--- src/hw/rtl/ihx_pkg.sv ---
package ihx_pkg;

  typedef enum logic [1:0] {
    VERDICT_PASS   = 2'd0,
    VERDICT_DROP   = 2'd1,
    VERDICT_PARSED = 2'd2
  } verdict_e;

  localparam logic [5:0]  OFFSET_MAX           = 6'd63;
  localparam logic [15:0] ETHERTYPE_IPV4       = 16'h0800;
  localparam logic [7:0]  PROTO_ICMP           = 8'd1;
  localparam logic [7:0]  PROTO_TCP            = 8'd6;
  localparam logic [7:0]  PROTO_UDP            = 8'd17;
  localparam logic [7:0]  ICMP_TYPE_ECHO_REPLY = 8'd0;
  localparam logic [7:0]  ICMP_TYPE_ECHO       = 8'd8;
  localparam logic [6:0]  LEN_ETH              = 7'd14;
  localparam logic [6:0]  LEN_IP               = 7'd34;
  localparam logic [6:0]  LEN_TCP              = 7'd54;
  localparam logic [6:0]  LEN_UDP_ICMP         = 7'd42;

  localparam int unsigned OUT_DATA_W = 184;

  // Header record handed from the parser front to the result formatter.
  typedef struct packed {
    verdict_e    verdict;
    logic [7:0]  proto;
    logic [31:0] src_ip;
    logic [31:0] dst_ip;
    logic [31:0] word_a;
    logic [31:0] word_b;
    logic [31:0] word_c;
    logic [7:0]  flags;
    logic [7:0]  icmp_kind;
  } hdr_rec_t;

endpackage

--- src/hw/rtl/ihx_front.sv ---
module ihx_front import ihx_pkg::*; (
  input  logic     clk_i,
  input  logic     rst_ni,
  input  logic     accept_i,
  input  logic     [7:0] byte_i,
  input  logic     last_i,
  output logic     push_o,
  output hdr_rec_t rec_o
);

  logic [5:0]  offset_q, offset_d;
  logic [15:0] ether_q, ether_d, ether_c;
  logic [7:0]  proto_q, proto_d, proto_c;
  logic [31:0] src_q, src_d, src_c;
  logic [31:0] dst_q, dst_d, dst_c;
  logic [31:0] wa_q, wa_d, wa_c;
  logic [31:0] wb_q, wb_d, wb_c;
  logic [31:0] wc_q, wc_d, wc_c;
  logic [7:0]  flags_q, flags_d, flags_c;
  logic [7:0]  kind_q, kind_d, kind_c;
  logic [6:0]  len;
  verdict_e    verdict;

  // Captured header fields including the byte on the bus this cycle.
  always_comb begin
    ether_c = ether_q;
    proto_c = proto_q;
    src_c   = src_q;
    dst_c   = dst_q;
    wa_c    = wa_q;
    wb_c    = wb_q;
    wc_c    = wc_q;
    flags_c = flags_q;
    kind_c  = kind_q;
    if (offset_q == 6'd12 || offset_q == 6'd13) begin
      ether_c = {ether_q[7:0], byte_i};
    end else if (offset_q == 6'd23) begin
      proto_c = byte_i;
    end else if (offset_q >= 6'd26 && offset_q <= 6'd29) begin
      src_c = {src_q[23:0], byte_i};
    end else if (offset_q >= 6'd30 && offset_q <= 6'd33) begin
      dst_c = {dst_q[23:0], byte_i};
    end else if (offset_q >= 6'd34 && offset_q <= 6'd37) begin
      wa_c = {wa_q[23:0], byte_i};
    end else if (offset_q >= 6'd38 && offset_q <= 6'd41) begin
      wb_c = {wb_q[23:0], byte_i};
    end else if (offset_q >= 6'd42 && offset_q <= 6'd45) begin
      wc_c = {wc_q[23:0], byte_i};
    end else if (offset_q == 6'd47) begin
      flags_c = byte_i;
    end
    if (offset_q == 6'd34) begin
      kind_c = byte_i;
    end
  end

  // The marked byte counts toward the frame length.
  assign len = {1'b0, offset_q} + 7'd1;

  always_comb begin
    if (len < LEN_ETH) begin
      verdict = VERDICT_DROP;
    end else if (ether_c != ETHERTYPE_IPV4) begin
      verdict = VERDICT_PASS;
    end else if (len < LEN_IP ||
                 (proto_c == PROTO_TCP && len < LEN_TCP) ||
                 ((proto_c == PROTO_UDP || proto_c == PROTO_ICMP) &&
                  len < LEN_UDP_ICMP)) begin
      verdict = VERDICT_DROP;
    end else begin
      verdict = VERDICT_PARSED;
    end
  end

  always_comb begin
    rec_o.verdict   = verdict;
    rec_o.proto     = proto_c;
    rec_o.src_ip    = src_c;
    rec_o.dst_ip    = dst_c;
    rec_o.word_a    = wa_c;
    rec_o.word_b    = wb_c;
    rec_o.word_c    = wc_c;
    rec_o.flags     = flags_c;
    rec_o.icmp_kind = kind_c;
    push_o          = accept_i && last_i;
  end

  // Everything returns to zero after the last byte of a frame.
  always_comb begin
    offset_d = offset_q;
    ether_d  = ether_q;
    proto_d  = proto_q;
    src_d    = src_q;
    dst_d    = dst_q;
    wa_d     = wa_q;
    wb_d     = wb_q;
    wc_d     = wc_q;
    flags_d  = flags_q;
    kind_d   = kind_q;
    if (accept_i) begin
      if (last_i) begin
        offset_d = '0;
        ether_d  = '0;
        proto_d  = '0;
        src_d    = '0;
        dst_d    = '0;
        wa_d     = '0;
        wb_d     = '0;
        wc_d     = '0;
        flags_d  = '0;
        kind_d   = '0;
      end else begin
        offset_d = (offset_q == OFFSET_MAX) ? OFFSET_MAX : offset_q + 6'd1;
        ether_d  = ether_c;
        proto_d  = proto_c;
        src_d    = src_c;
        dst_d    = dst_c;
        wa_d     = wa_c;
        wb_d     = wb_c;
        wc_d     = wc_c;
        flags_d  = flags_c;
        kind_d   = kind_c;
      end
    end
  end

  always_ff @(posedge clk_i or negedge rst_ni) begin
    if (!rst_ni) begin
      offset_q <= '0;
      ether_q  <= '0;
      proto_q  <= '0;
      src_q    <= '0;
      dst_q    <= '0;
      wa_q     <= '0;
      wb_q     <= '0;
      wc_q     <= '0;
      flags_q  <= '0;
      kind_q   <= '0;
    end else begin
      offset_q <= offset_d;
      ether_q  <= ether_d;
      proto_q  <= proto_d;
      src_q    <= src_d;
      dst_q    <= dst_d;
      wa_q     <= wa_d;
      wb_q     <= wb_d;
      wc_q     <= wc_d;
      flags_q  <= flags_d;
      kind_q   <= kind_d;
    end
  end

  a_offset_clear: assert property (@(posedge clk_i) disable iff (!rst_ni)
    (accept_i && last_i) |=> (offset_q == '0 && ether_q == '0))
    else $error("offset not cleared after last item of a frame");

  a_offset_sat: assert property (@(posedge clk_i) disable iff (!rst_ni)
    (accept_i && !last_i && offset_q == OFFSET_MAX) |=> (offset_q == OFFSET_MAX))
    else $error("byte offset did not saturate");

endmodule

--- src/hw/rtl/ihx_queue.sv ---
module ihx_queue import ihx_pkg::*; (
  input  logic     clk_i,
  input  logic     rst_ni,
  input  logic     push_i,
  input  hdr_rec_t rec_i,
  output logic     full_o,
  input  logic     pop_i,
  output logic     avail_o,
  output hdr_rec_t rec_o
);

  hdr_rec_t   mem_q [2];
  logic       wr_ptr_q, rd_ptr_q;
  logic [1:0] count_q;
  logic       do_push, do_pop;

  assign full_o  = (count_q == 2'd2);
  assign avail_o = (count_q != 2'd0);
  assign do_push = push_i && !full_o;
  assign do_pop  = pop_i && avail_o;
  assign rec_o   = mem_q[rd_ptr_q];

  always_ff @(posedge clk_i) begin
    if (do_push) begin
      mem_q[wr_ptr_q] <= rec_i;
    end
  end

  always_ff @(posedge clk_i or negedge rst_ni) begin
    if (!rst_ni) begin
      wr_ptr_q <= 1'b0;
      rd_ptr_q <= 1'b0;
      count_q  <= '0;
    end else begin
      if (do_push) begin
        wr_ptr_q <= ~wr_ptr_q;
      end
      if (do_pop) begin
        rd_ptr_q <= ~rd_ptr_q;
      end
      count_q <= count_q + {1'b0, do_push} - {1'b0, do_pop};
    end
  end

  a_count_bound: assert property (@(posedge clk_i) disable iff (!rst_ni)
    count_q <= 2'd2)
    else $error("queue count beyond depth");

  a_no_lost_push: assert property (@(posedge clk_i) disable iff (!rst_ni)
    push_i |-> !full_o)
    else $error("item pushed into a full queue");

endmodule

--- src/hw/rtl/ihx_back.sv ---
module ihx_back import ihx_pkg::*; (
  input  logic                  clk_i,
  input  logic                  rst_ni,
  input  logic                  avail_i,
  input  hdr_rec_t              rec_i,
  output logic                  pop_o,
  output logic                  m_axis_tvalid_o,
  input  logic                  m_axis_tready_i,
  output logic [OUT_DATA_W-1:0] m_axis_tdata_o
);

  logic                  valid_q, valid_d;
  logic [OUT_DATA_W-1:0] data_q, data_d;
  logic                  load;
  logic [15:0]           src_port, dst_port;
  logic [31:0]           seq, ack, sip, dip;
  logic [7:0]            flags, proto;

  assign load  = avail_i && (!valid_q || m_axis_tready_i);
  assign pop_o = load;

  // Fields a protocol does not define come out as zero.
  always_comb begin
    src_port = '0;
    dst_port = '0;
    seq      = '0;
    ack      = '0;
    flags    = '0;
    sip      = '0;
    dip      = '0;
    proto    = '0;
    if (rec_i.verdict == VERDICT_PARSED) begin
      sip   = rec_i.src_ip;
      dip   = rec_i.dst_ip;
      proto = rec_i.proto;
      if (rec_i.proto == PROTO_TCP) begin
        src_port = rec_i.word_a[31:16];
        dst_port = rec_i.word_a[15:0];
        seq      = rec_i.word_b;
        ack      = rec_i.word_c;
        flags    = rec_i.flags;
      end else if (rec_i.proto == PROTO_UDP) begin
        src_port = rec_i.word_a[31:16];
        dst_port = rec_i.word_a[15:0];
      end else if (rec_i.proto == PROTO_ICMP) begin
        if (rec_i.icmp_kind == ICMP_TYPE_ECHO ||
            rec_i.icmp_kind == ICMP_TYPE_ECHO_REPLY) begin
          src_port = rec_i.word_b[31:16];
        end
      end
    end
  end

  always_comb begin
    valid_d = valid_q;
    data_d  = data_q;
    if (load) begin
      valid_d = 1'b1;
      data_d  = {6'b0, flags, ack, seq, dst_port, src_port, proto, dip, sip,
                 rec_i.verdict};
    end else if (m_axis_tready_i) begin
      valid_d = 1'b0;
    end
  end

  always_ff @(posedge clk_i or negedge rst_ni) begin
    if (!rst_ni) begin
      valid_q <= 1'b0;
    end else begin
      valid_q <= valid_d;
    end
  end

  always_ff @(posedge clk_i) begin
    data_q <= data_d;
  end

  assign m_axis_tvalid_o = valid_q;
  assign m_axis_tdata_o  = data_q;

  a_zero_unparsed: assert property (@(posedge clk_i) disable iff (!rst_ni)
    (valid_q && data_q[1:0] != VERDICT_PARSED) |-> (data_q[177:2] == '0))
    else $error("non-parsed result carries nonzero fields");

endmodule

--- src/hw/rtl/eth_ipv4_l4_header_extract_core.sv ---
// A frame's result is written into the record queue when its last item is accepted,
// then loaded into the output register that drives tvalid. Throughput: one frame byte
// per cycle while the queue is not full; a result can leave every cycle.
// A two-entry record queue between the byte parser and the output register
// absorbs output stalls; input stalls only when that queue is full.
// Reset (rst_ni low, asynchronous) clears the byte offset, captured fields,
// queue and output valid; the block is ready right after reset.
module eth_ipv4_l4_header_extract_core import ihx_pkg::*; (
  input  logic                  clk_i,
  input  logic                  rst_ni,
  input  logic                  s_axis_tvalid,
  output logic                  s_axis_tready,
  input  logic [7:0]            s_axis_tdata,   // [7:0] frame_byte
  input  logic                  s_axis_tlast,   // last_byte
  output logic                  m_axis_tvalid,
  input  logic                  m_axis_tready,
  // [1:0] verdict, [33:2] src_ip, [65:34] dst_ip, [73:66] ip_proto,
  // [89:74] src_port, [105:90] dst_port, [137:106] tcp_seq,
  // [169:138] tcp_ack, [177:170] tcp_flags, [183:178] zero
  output logic [OUT_DATA_W-1:0] m_axis_tdata
);

  logic     accept, push, full, avail, pop;
  hdr_rec_t rec_in, rec_out;

  assign s_axis_tready = !full;
  assign accept        = s_axis_tvalid && !full;

  ihx_front u_front (
    .clk_i    (clk_i),
    .rst_ni   (rst_ni),
    .accept_i (accept),
    .byte_i   (s_axis_tdata),
    .last_i   (s_axis_tlast),
    .push_o   (push),
    .rec_o    (rec_in)
  );

  ihx_queue u_queue (
    .clk_i   (clk_i),
    .rst_ni  (rst_ni),
    .push_i  (push),
    .rec_i   (rec_in),
    .full_o  (full),
    .pop_i   (pop),
    .avail_o (avail),
    .rec_o   (rec_out)
  );

  ihx_back u_back (
    .clk_i           (clk_i),
    .rst_ni          (rst_ni),
    .avail_i         (avail),
    .rec_i           (rec_out),
    .pop_o           (pop),
    .m_axis_tvalid_o (m_axis_tvalid),
    .m_axis_tready_i (m_axis_tready),
    .m_axis_tdata_o  (m_axis_tdata)
  );

endmodule

--- config.mk ---
export PLATFORM = sky130hd
export DESIGN_NAME = eth_ipv4_l4_header_extract_core
export DESIGN_NICKNAME = d
export VERILOG_FILES = /design/src/hw/rtl/ihx_pkg.sv /design/src/hw/rtl/ihx_front.sv /design/src/hw/rtl/ihx_queue.sv /design/src/hw/rtl/ihx_back.sv /design/src/hw/rtl/eth_ipv4_l4_header_extract_core.sv
export SDC_FILE = /design/constraint.sdc
export NUM_CORES = 1
export LEC_CHECK = 0
export ABC_AREA = 1
export BUFFER_PORTS_ARGS = -buffer_cell sky130_fd_sc_hd__buf_2
export CAP_MARGIN = 20
export CORE_ASPECT_RATIO = 1.1
export CORE_MARGIN = 2
export CORE_UTILIZATION = 61
export DETAILED_ROUTE_END_ITERATION = 8
export PLACE_DENSITY = 0.8
export SYNTH_ARGS = -nofsm -noshare
export SYNTH_HDL_FRONTEND = slang
export SYNTH_SLANG_ARGS = --single-unit
--- constraint.sdc ---
create_clock -name clk_i -period 13.1 [get_ports clk_i]
set_clock_uncertainty 0.1 [all_clocks]
set_input_delay 1.965 -clock clk_i [delete_from_list [all_inputs] [get_ports clk_i]]
set_output_delay 1.965 -clock clk_i [all_outputs]
set_load 0.01 [all_outputs]
### After elaboration in Yosys (flattened, before gate mapping)

Memory sizes are Yosys's and may differ from the RTL's.
Cells that the tools add are included.

| operators by class | value |
|---|---|
| add/subtract/negate cells | 4 |
| $lt $le $gt $ge | 14 |
| eq/ne operators | 16 |
| multiplexer cells | 61 |
| bitwise gates (word level) | 2 |
| reductions and logical operators | 24 |

Operators with widths:

| cell | count |
|---|---|
| $mux 32 | 30 |
| $mux 16 | 8 |
| $mux 8 | 14 |
| $le 6x6->1 const B | 4 |
| $lt 7x6->1 const B | 3 |
| $eq 6x6->1 const B | 3 |
| $ge 6x6->1 const B | 3 |
| $eq 8x1->1 const B | 2 |
| $eq 8x3->1 const B | 2 |
| $eq 8x5->1 const B | 2 |
| $ne 16x12->1 const B | 1 |
| $eq 6x4->1 const B | 2 |
| $ge 6x5->1 const B | 2 |
| $logic_and 1x1->1 | 12 |
| $mux 6 | 2 |
| $eq 8x4->1 const B | 1 |
| $logic_not 8->1 | 1 |
| $add 6x1->7 const B | 1 |
| $lt 7x4->1 const B | 1 |
| $add 6x1->6 const B | 1 |
| $eq 6x5->1 const B | 1 |
| $le 6x5->1 const B | 1 |
| $logic_or 1x1->1 | 6 |
| $mux 2 | 3 |
| other kinds (8) | 15 |

| word-level totals | value |
|---|---|
| register bits | 389 |
| bits in writable memories | 372 |
| output and inout bits | 186 |
| logic and storage cells | 139 |
| memories kept | 1 |

Memories:

| memory | depth | bits a word | read ports | clocked after memory_dff | wr ports | line | text |
|---|---|---|---|---|---|---|---|
| u_queue.mem_q | 2 | 186 | 1 | 0 | 1 | ihx_queue.sv:12 | `hdr_rec_t mem_q [2];` |

### Depth between registers and ports, before layout

Gate-level depths: netlist (run 1).

| depth | value |
|---|---|
| word-level depth | 10 |
| depth in mapped cells | 15 |
| gate-level depth less buffers | 13 |

### Cells and area by module

A second synthesis (run 1) with hierarchy kept.

| second synthesis, totals | value |
|---|---|
| cell total of the unflattened synthesis | 3285 |
| area total of the unflattened synthesis | 32652.6 µm² |

By module, submodules not included:

| module | instances | cells an instance | area each (µm²) | seq. area each (µm²) |
|---|---|---|---|---|
| ihx_queue | 1 | 1004 | 13793.2 | 11270.8 |
| ihx_front | 1 | 1593 | 11369.7 | 5154.9 |
| ihx_back | 1 | 685 | 7475.9 | 5370.2 |
| eth_ipv4_l4_header_extract_core | 1 | 3 | 13.8 | 0.0 |

### Worst setup path before layout (run 1)

Ideal clock, no wire load.

| timing | value |
|---|---|
| path type | in2reg |
| from | input m_axis_tready |
| to | register u_queue.count_q[0] |
| setup time | 126 ps |
| data arrival time | 10957 ps |
| slack | 1917 ps |
| cell stages on the path | 5 |
| buffers on the path | 0 |
| path through | nor2_1 > nor2_1 > ha_1 > inv_1 > ha_1 |

| between the ends | value |
|---|---|
| cells in the longest elaborated chain, start to end | 4 |

Ends and longest elaborated chain:

| item | line | text |
|---|---|---|
| from (decl) | eth_ipv4_l4_header_extract_core.sv:16 | `input logic m_axis_tready,` |
| $logic_or 1x1->1 | ihx_back.sv:19 | `assign load = avail_i && (!valid_q \|\| m_axis_tready_i);` |
| $logic_and 1x1->1 | ihx_back.sv:19 |  |
| via pop | eth_ipv4_l4_header_extract_core.sv:23 | `logic accept, push, full, avail, pop;` |
| $logic_and 1x1->1 | ihx_queue.sv:20 | `assign do_pop = pop_i && avail_o;` |
| $sub 2x1->2 | ihx_queue.sv:41 | `count_q <= count_q + {1'b0, do_push} - {1'b0, do_pop};` |
| to (signal assigned) | ihx_queue.sv:41 |  |
| to (decl) | ihx_queue.sv:14 | `logic [1:0] count_q;` |

The timed path passes the listed nets, and every way through them passes these cells.
A chain may end at the register's enable or synchronous reset.

### Worst setup path in the final report (run 1)

| timing | value |
|---|---|
| from | input s_axis_tvalid |
| to | memory u_queue.mem_q[1][76] in the netlist's numbering (enable) |

| between the ends | value |
|---|---|
| cells in the longest elaborated chain, start to end | 5 |

Ends and longest elaborated chain:

| item | line | text |
|---|---|---|
| from (decl) | eth_ipv4_l4_header_extract_core.sv:11 | `input logic s_axis_tvalid,` |
| $logic_and 1x1->1 | eth_ipv4_l4_header_extract_core.sv:27 | `assign accept = s_axis_tvalid && !full;` |
| $logic_and 1x1->1 | ihx_front.sv:85 | `push_o = accept_i && last_i;` |
| $logic_and 1x1->1 | ihx_queue.sv:19 | `assign do_push = push_i && !full_o;` |
| via u_queue.do_push | ihx_queue.sv:15 | `logic do_push, do_pop;` |
| $mux 1 | ihx_queue.sv:24 | `if (do_push) begin` |
| $mux 1 (not written as such) | ihx_queue.sv:25 | `mem_q[wr_ptr_q] <= rec_i;` |
| to (decl) | ihx_queue.sv:12 |  |

The timed path passes the listed nets, and every way through them passes these cells.

==> reports/metrics.csv, run 1 <==
metric;value;unit
status;complete, no violations;
max_cap_viol_count;0;
routabilityCongestion;0.836;
grt_usage;26.7;%
dp_cells;3681;
cp-startpoint;s_axis_tvalid;
grt-ovfl-total;0;
drc;0;
antenna_found_initial;1;
vias;21800;
power.density_cell_area;185;nW/um^2
synth_compound_area_share;9.49;%
avgSynthCellArea;10.7;sq um
worstSetupEndpointType;flop;
dr.pass1.iters;6;
setup_viol;0;
critPathKind;in2reg;
port-buffer-count;192;
power.net_switching;1.93;mW
max_slew.worst_pin.slew;1.15;ns
period_minus_slack;4.82;ns
crit_chain;buf_2 -> nand2_4 -> nor2_1 -> inv_1 -> nor2_4 -> buf_4 -> buf_12 -> buf_4;
synth-main-ff-cell;edfxtp_1;
synth_edf_count;548;
ir_drop;0.153;mV
syn_area;31600;sq um
yosysSeqAreaShare;68.6;%
drtAntennaViolNets;0;
wl;71700;um
nNetsFinal;3113;
clk_pin_slew;0.06;ns
cp_slowest_cell;nor2_1;
htreeDepth;3;
reg2reg_from;u_queue.rd_ptr_q$_DFFE_PN0P_;
fp-row-count;87;
power_frac_seq;48.0;%
cp_max_fo;78;
tns;0;ns
hold_class;reg2reg;
met3_usage;4.53;%
p_int;4.63;mW
holdWs;0.381;ns
numCtsBuffers;73;
max_slew_margin;23.3;%
synth_fa_ha_area_share;0.277;%
die_x;221;um
path_buf_inv;5;
final_cell_mix;996 x nand2_1, 548 x edfxtp_1, 287 x inv_1;
synth_top_family_by_area;simple AND/OR/NAND/NOR gates;
hold_depth;2;
clk_latency;0.63;ns
rsz0062_at_grt;false;
routed_via_density;5.71;
syn_to_final_growth;12.1;%
switching_share;29.4;%
drt_iter0_markers;2315;
p_comb_share;18.6;%
ys_types;41;
dieArea;53700;sq um
fp.dieH;243;um
start_kind;input port;
design.core.area;51300;sq um
postCtsResizedCells;0;
post_cts_buffers;0;
synth_xor_area_share;0.111;%
finalCritPeriodShare;36.8;%
wl_per_cell;18.8;um
finalNonFillerCells;3820;
diodes;0;
drive_above_1_share;12.5;%
ys_seq_elements;758;
crit_arrival;4.97;ns
hold_viol;0;
clockPowerShare;33.4;%
cp_top_family;buffers and inverters;
initial_core_util;61.7;%
reg2reg_depth;7;
required;13.25;ns
final_util;69.2;%
pre_cts_ws;7.45;ns
max_freq;207;MHz
final_common_cell;nand2_1;
setup_ws;8.28;ns
numClockSinks;758;
grt_pass1_wl;113000;um
fill_cells;3512;
p_leak;15.7;nW
r2r-end;u_back.m_axis_tdata_o[138]$_SDFFCE_PN0P_;
grt_max_degree;103;
rrSetupSlack;8.82;ns
synthSimpleGateAreaFrac;14.9;%
clock_path_buffers;3;
crit_top_cell;buf_4;
min-delay-start;u_front.dst_q[27]$_DFFE_PN0P_;
cts_tree;yes;
muxShareOfSynthArea;0.601;%
use_met1;34.1;%
async_flop_share;27.7;%
io_pins;199;
critPathMaxStageDelay;0.62;ns
dpl.hpwl;42500;um
globalRoute.busiestLayer;met2;
synthCells;2958;
slew_violations;0;
yosysWarnings;0;
hold-path-endpoint;u_front.dst_q[27]$_DFFE_PN0P_;
postCtsHoldBufs;0;
root_buffer;clkbuf_16;
use_met2;45.0;%
first_global_vias;21500;
[power groups by stage]
stage	clock network, mW	logic, mW	registers, mW
6_report	2.19	1.22	3.15
5_1_grt	2.31	1.33	3.18
4_1_cts	2.21	1.22	3.15
3_5_place_dp	0	1.21	3.19
3_3_place_gp	0	1.18	3.18
2_1_floorplan	0	0.656	3.36
[synth_stat cells (all sizes together), types with 4 or more instances]
master / n / area [sq um]
o22ai: 52 / 325
a21oi: 148 / 778
nand3: 52 / 280
or2: 18 / 113
a22o: 4 / 35.0
clkbuf: 59 / 223
nor2: 117 / 459
inv: 294 / 1100
mux2i: 19 / 190
o211ai: 66 / 495
nand2: 1005 / 3790
buf: 104 / 581
nor4: 4 / 25.0
edfxtp: 548 / 16500
ha: 7 / 87.6
o21ai: 172 / 868
o21a: 64 / 480
dfrtp: 210 / 5260
[how the worst max path moves through the flow]
stage                                                 end  slack (ns)  cells after the start
after floorplan              u_queue.count_q[0]$_DFF_PN0_        1.92                      5
after global placement     u_queue.mem_q[1][72]$_DFFE_PP_        7.53                      7
after detailed placement   u_queue.mem_q[1][72]$_DFFE_PP_        7.45                      7
after CTS                  u_queue.mem_q[1][89]$_DFFE_PP_        8.07                      7
after global routing      u_queue.mem_q[1][106]$_DFFE_PP_        8.10                      8
final                      u_queue.mem_q[1][76]$_DFFE_PP_        8.28                      8
[stage by stage]
stage	power (mW)	area [sq um]
after floorplan	4.01	31700
after global placement	4.36	32900
after detailed placement	4.40	32900
after CTS	6.58	35400
after global routing	6.82	35500
final	6.56	35500
[state kept, by name, summed over array words and instances (netlist names), 6 cells and up]
register and flops:
u_front.proto_q 8, u_front.wa_q 32, u_front.offset_q 6, u_front.flags_q 8
u_front.kind_q 7, u_back.m_axis_tdata_o 178, u_front.wc_q 32, u_front.src_q 32
u_front.dst_q 32, u_queue.mem_q 370, u_front.wb_q 32, u_front.ether_q 16
[worst register-to-register path, stage by stage, from the launching register on]
cell and delay [ns]:
dfrtp_4 0.64, inv_4 0.66, or2_2 0.22, o21ai_0 0.17
nor2_4 0.50, nand3_2 0.82, buf_4 0.60, a21oi_1 0.35
[logic make-up after synthesis]
group | count (synthesis)
compound gates | 509
xor+xnor | 4
fa+ha+maj | 7
buf+inv | 458
flops | 758
mux | 19
other cells | 1
simple gates | 1202
[per-layer routing]
layer  share of wire, %  vias to the layer above  routed length [um]
li1                   -                    10100                   -
met1                 39                    10600               27900
met2                 50                      955               35500
met3                7.8                      170                5590
met4                3.7                        0                2690
met5                  0                        -                   0
[cell type report]
class | instances | area [sq um] | area share, %
flip-flops and latches | 758 | 21700 | 61.2
multi-input cells | 1747 | 8090 | 22.8
clock buffers | 103 | 2180 | 6.14
repair buffers | 218 | 1220 | 3.45
inverters | 295 | 1110 | 3.13
well taps | 667 | 835 | 2.35
clock inverters | 32 | 343 | 0.966
No activity file was read; power rests on OpenSTA's default activity.
==> inputs of run 2 (changes only) <==
clock period = 4.98 ns   (was 13.1 ns; I/O delays follow)
==> reports/metrics.csv, run 2 (same netlist as run 1, synthesis figures left out) <==
metric;value;unit
cp_top_family;buffers and inverters;
critPathKind;reg2reg;
crit_arrival;3.95;ns
nNetsFinal;3123;
setup_viol;0;
clock_path_buffers;3;
reg2reg_depth;13;
grt_pass1_wl;114000;um
initial_core_util;61.7;%
dp_cells;3692;
drtAntennaViolNets;0;
max_slew.worst_pin.slew;1.01;ns
largest_register_ffs;370;
dpl.hpwl;43400;um
final_cell_area;35500;sq um
max_freq;285;MHz
fp.dieH;243;um
grt_usage;26.9;%
max_slew_margin;32.8;%
wl_per_cell;18.8;um
routabilityCongestion;0.869;
dr.pass1.iters;7;
hold_class;in2async;
ir_drop;0.396;mV
diodes;0;
max_cap_viol_count;0;
postCtsHoldBufs;0;
grt-ovfl-total;0;
power;17.1;mW
regMostFlops;u_queue.mem_q;
io_pins;199;
final_cell_mix;996 x nand2_1, 548 x edfxtp_1, 287 x inv_1;
finalCritPeriodShare;70.4;%
postCtsResizedCells;0;
cp_slowest_cell;nand3b_2;
antenna_found_initial;2;
power.density_cell_area;481;nW/um^2
required;5.42;ns
finalNonFillerCells;3832;
hold_viol;0;
numCtsBuffers;74;
clk_latency;0.62;ns
htreeDepth;3;
drt_iter0_markers;2248;
final_common_cell;nand2_1;
numClockSinks;758;
syn_to_final_growth;12.1;%
start_kind;flop;
r2r-end;u_front.dst_q[22]$_DFFE_PN0P_;
cts_tree;yes;
period_minus_slack;3.51;ns
root_buffer;clkbuf_16;
place_area;33100;sq um
p_leak;15.7;nW
cp_max_fo;65;
fp-row-count;87;
rsz0062_at_grt;false;
path_buf_inv;4;
rrSetupSlack;1.47;ns
first_global_vias;21700;
clk_pin_slew;0.06;ns
die_x;221;um
drive_above_1_share;12.5;%
wl;72200;um
port-buffer-count;192;
status;complete, no violations;
vias;21800;
dieArea;53700;sq um
grt_max_degree;116;
routed_via_density;5.70;
post_cts_buffers;0;
reg2reg_from;u_front.offset_q[1]$_DFFE_PN0P_;
crit_top_cell;nand2_1;
drc;0;
crit_chain;inv_1 -> ha_1 -> inv_1 -> o21ai_0 -> nand2_1 -> nand2_2 -> buf_4 -> nand3b_2 -> buf_4 -> nor2_1 -> a21oi_1 -> nand2_1 -> nand2_1;
worstSetupEndpointType;flop;
slew_violations;0;
critPathMaxStageDelay;0.68;ns
design.core.area;51300;sq um
run 2: worst max path at each step:
stage	to	slack, ns	cells past startpoint	start
after floorplan	u_queue.mem_q[0][0]$_DFFE_PP_	-1.56	4	s_axis_tvalid
after global placement	u_back.m_axis_tdata_o[27]$_SDFFCE_PP0P_	1.66	7	u_queue.rd_ptr_q$_DFFE_PN0P_
after detailed placement	u_back.m_axis_tdata_o[15]$_SDFFCE_PP0P_	1.54	7	u_queue.rd_ptr_q$_DFFE_PN0P_
after CTS	u_back.m_axis_tdata_o[15]$_SDFFCE_PP0P_	1.50	7	u_queue.rd_ptr_q$_DFFE_PN0P_
after global routing	u_front.dst_q[29]$_DFFE_PN0P_	1.13	13	u_front.offset_q[1]$_DFFE_PN0P_
final	u_front.dst_q[22]$_DFFE_PN0P_	1.47	13	u_front.offset_q[1]$_DFFE_PN0P_
run 2: metrics by stage:
step                setup TNS [ns]  utilization [%]  hold WS, ns  worst slack, ns
global route                     0             69.2        0.182             1.13
detailed placement               0             64.5        0.365             1.54
finish                           0             69.2       0.0871             1.47
global placement                 0             64.5        0.361             1.66
CTS                              0             69.1        0.162             1.50
floorplan                  -576.88                -        0.348            -1.56
run 2: metal layers:
metal	vias up	part of all wire, %	track usage [%]	routed length (um)
li1	10100	-	-	-
met4	2	3.0	10.2	2130
met2	864	50	45.8	36100
met3	131	6.8	3.84	4940
met1	10700	40	35.5	29000
met5	-	0.017	0	12
run 2: power breakdown:
group | total (mW) | switching, mW | leakage, nW | internal (mW)
logic | 3.30 | 2.40 | 6.34 | 0.901
clock network | 5.40 | 2.32 | 1.16 | 3.08
registers | 8.37 | 0.446 | 8.20 | 7.92
run 2: layout make-up:
class | instances | area [sq um]
Timing Repair Buffer | 227 | 1380
Clock inverter | 28 | 226
Fill cell | 3559 | 15800
Tap cell | 667 | 835
Inverter | 295 | 1110
Clock buffer | 110 | 2130
Sequential cell | 758 | 21700
Multi-Input combinational cell | 1747 | 8090
==> inputs of run 3 (changes only) <==
clock period = 3.3 ns   (was 4.98 ns; I/O delays follow)
==> reports/metrics.csv, run 3 (same netlist as run 1, synthesis figures left out) <==
metric;value;unit
antenna_found_initial;2;
place_area;33400;sq um
reg2reg_from;u_front.offset_q[1]$_DFFE_PN0P_;
clock_path_buffers;3;
switching_share;29.9;%
wl;72100;um
slew_violations;0;
final_cell_area;35900;sq um
power.net_switching;7.82;mW
max_slew_margin;34.1;%
drc;0;
holdWs;0.209;ns
power_frac_seq;47.7;%
hold_viol;0;
status;complete, no violations;
vias;21900;
dr.pass1.iters;6;
final_util;70.0;%
rrSetupSlack;0.59;ns
hold_class;in2reg;
grt_usage;27.0;%
fp.dieH;243;um
required;3.56;ns
wl_per_cell;18.7;um
ir_drop;0.784;mV
power.density_cell_area;729;nW/um^2
power;26.1;mW
regMostFlops;u_queue.mem_q;
cp_max_fo;64;
io_pins;199;
period_minus_slack;2.71;ns
postCtsHoldBufs;2;
max_cap_viol_count;0;
routed_via_density;5.68;
final_common_cell;nand2_1;
grt_pass1_wl;115000;um
dpl.hpwl;44100;um
port-buffer-count;192;
crit_end;u_queue.mem_q[1][105]$_DFFE_PP_;
clockPowerShare;32.6;%
syn_to_final_growth;13.4;%
grt_max_degree;86;
hold_depth;4;
numCtsBuffers;74;
nNetsFinal;3146;
grt-ovfl-total;0;
cts_tree;yes;
routabilityCongestion;0.871;
r2r-end;u_queue.mem_q[1][105]$_DFFE_PP_;
first_global_vias;22100;
numClockSinks;758;
start_kind;flop;
p_leak;15.9;nW
drtAntennaViolNets;0;
drive_above_1_share;13.2;%
design.core.area;51300;sq um
largest_register_ffs;370;
crit_arrival;2.97;ns
fp-row-count;87;
post_cts_buffers;0;
final_cell_mix;996 x nand2_1, 548 x edfxtp_1, 287 x inv_1;
root_buffer;clkbuf_16;
max_slew.worst_pin.slew;0.988;ns
critPathKind;reg2reg;
worstSetupEndpointType;flop;
setup_viol;0;
max_freq;369;MHz
postCtsResizedCells;0;
finalCritPeriodShare;82.1;%
reg2reg_depth;10;
tns;0;ns
cp-startpoint;u_front.offset_q[1]$_DFFE_PN0P_;
htreeDepth;3;
die_x;221;um
dieArea;53700;sq um
clk_pin_slew;0.06;ns
clk_latency;0.62;ns
drt_iter0_markers;2009;
p_int;18.3;mW
initial_core_util;61.7;%
rsz0062_at_grt;false;
p_comb_share;19.6;%
-- run 3: cell count changes in the layout (fill, tap and decap cells not counted), moves of 4 or more --
| cell | change |
|---|---|
| bufinv_16 | +4 |
| clkbuf_1 | -5 |
| buf_12 | +10 |
| buf_4 | +12 |
| clkinv_2 | -4 |
-- run 3: how the worst min path moves through the flow --
| stage | from | to | slack (ns) |
|---|---|---|---|
| detailed placement | u_front.wc_q[20]$_DFFE_PN0P_ | u_front.wc_q[20]$_DFFE_PN0P_ | 0.37 |
| global route | s_axis_tlast | u_front.ether_q[3]$_DFFE_PN0P_ | 0.22 |
| CTS | s_axis_tlast | u_front.ether_q[3]$_DFFE_PN0P_ | 0.19 |
| global placement | u_front.wc_q[24]$_DFFE_PN0P_ | u_front.wc_q[24]$_DFFE_PN0P_ | 0.36 |
| finish | s_axis_tlast | u_queue.wr_ptr_q$_DFFE_PN0P_ | 0.21 |
| floorplan | rst_ni | u_back.m_axis_tvalid_o$_DFFE_PN0P_ | 0.1 |
-- run 3: stage by stage --
| step | cells | setup slack [ns] |
|---|---|---|
| 2_1_floorplan | 2963 | -0.884 |
| 3_3_place_gp | 3715 | 0.728 |
| 3_5_place_dp | 3715 | 0.654 |
| 4_1_cts | 3855 | 0.633 |
| 5_1_grt | 3856 | 0.372 |
| 6_report | 3856 | 0.590 |
-- run 3: final cells by class --
class	instances	area [sq um]
Antenna cell	1	2.50
Clock buffer	106	2110
Clock inverter	32	344
Fill cell	3454	15400
Inverter	295	1110
Multi-Input combinational cell	1747	8100
Sequential cell	758	21700
Tap cell	667	835
Timing Repair Buffer	250	1660
-- run 3: worst max-delay path, cell delays in order (launching register included) --
cell and delay [ns]:
dfrtp_1 0.53, inv_1 0.16, ha_1 0.25, o21ai_0 0.17, o21ai_1 0.09, nand2_1 0.12
buf_4 0.50, nand2_1 0.12, o21ai_0 0.13, nand2_1 0.12, o21a_1 0.14
-- run 3: routing by layer --
layer | GRT usage (%) | share of wire [%]
met2 | 45.8 | 50
met4 | 12.0 | 3.7
met5 | 0 | 0.018
met1 | 34.7 | 39
met3 | 4.07 | 7.6
-- run 3: power by group through the flow --
stage          Sequential (mW)  Combinational (mW)  Clock [mW]
6_report                  12.5                5.13        8.53
5_1_grt                   12.6                5.58        8.98
4_1_cts                   12.5                5.16        8.60
3_5_place_dp              12.6                5.13           0
3_3_place_gp              12.6                5.01           0
2_1_floorplan             13.0                2.62           0
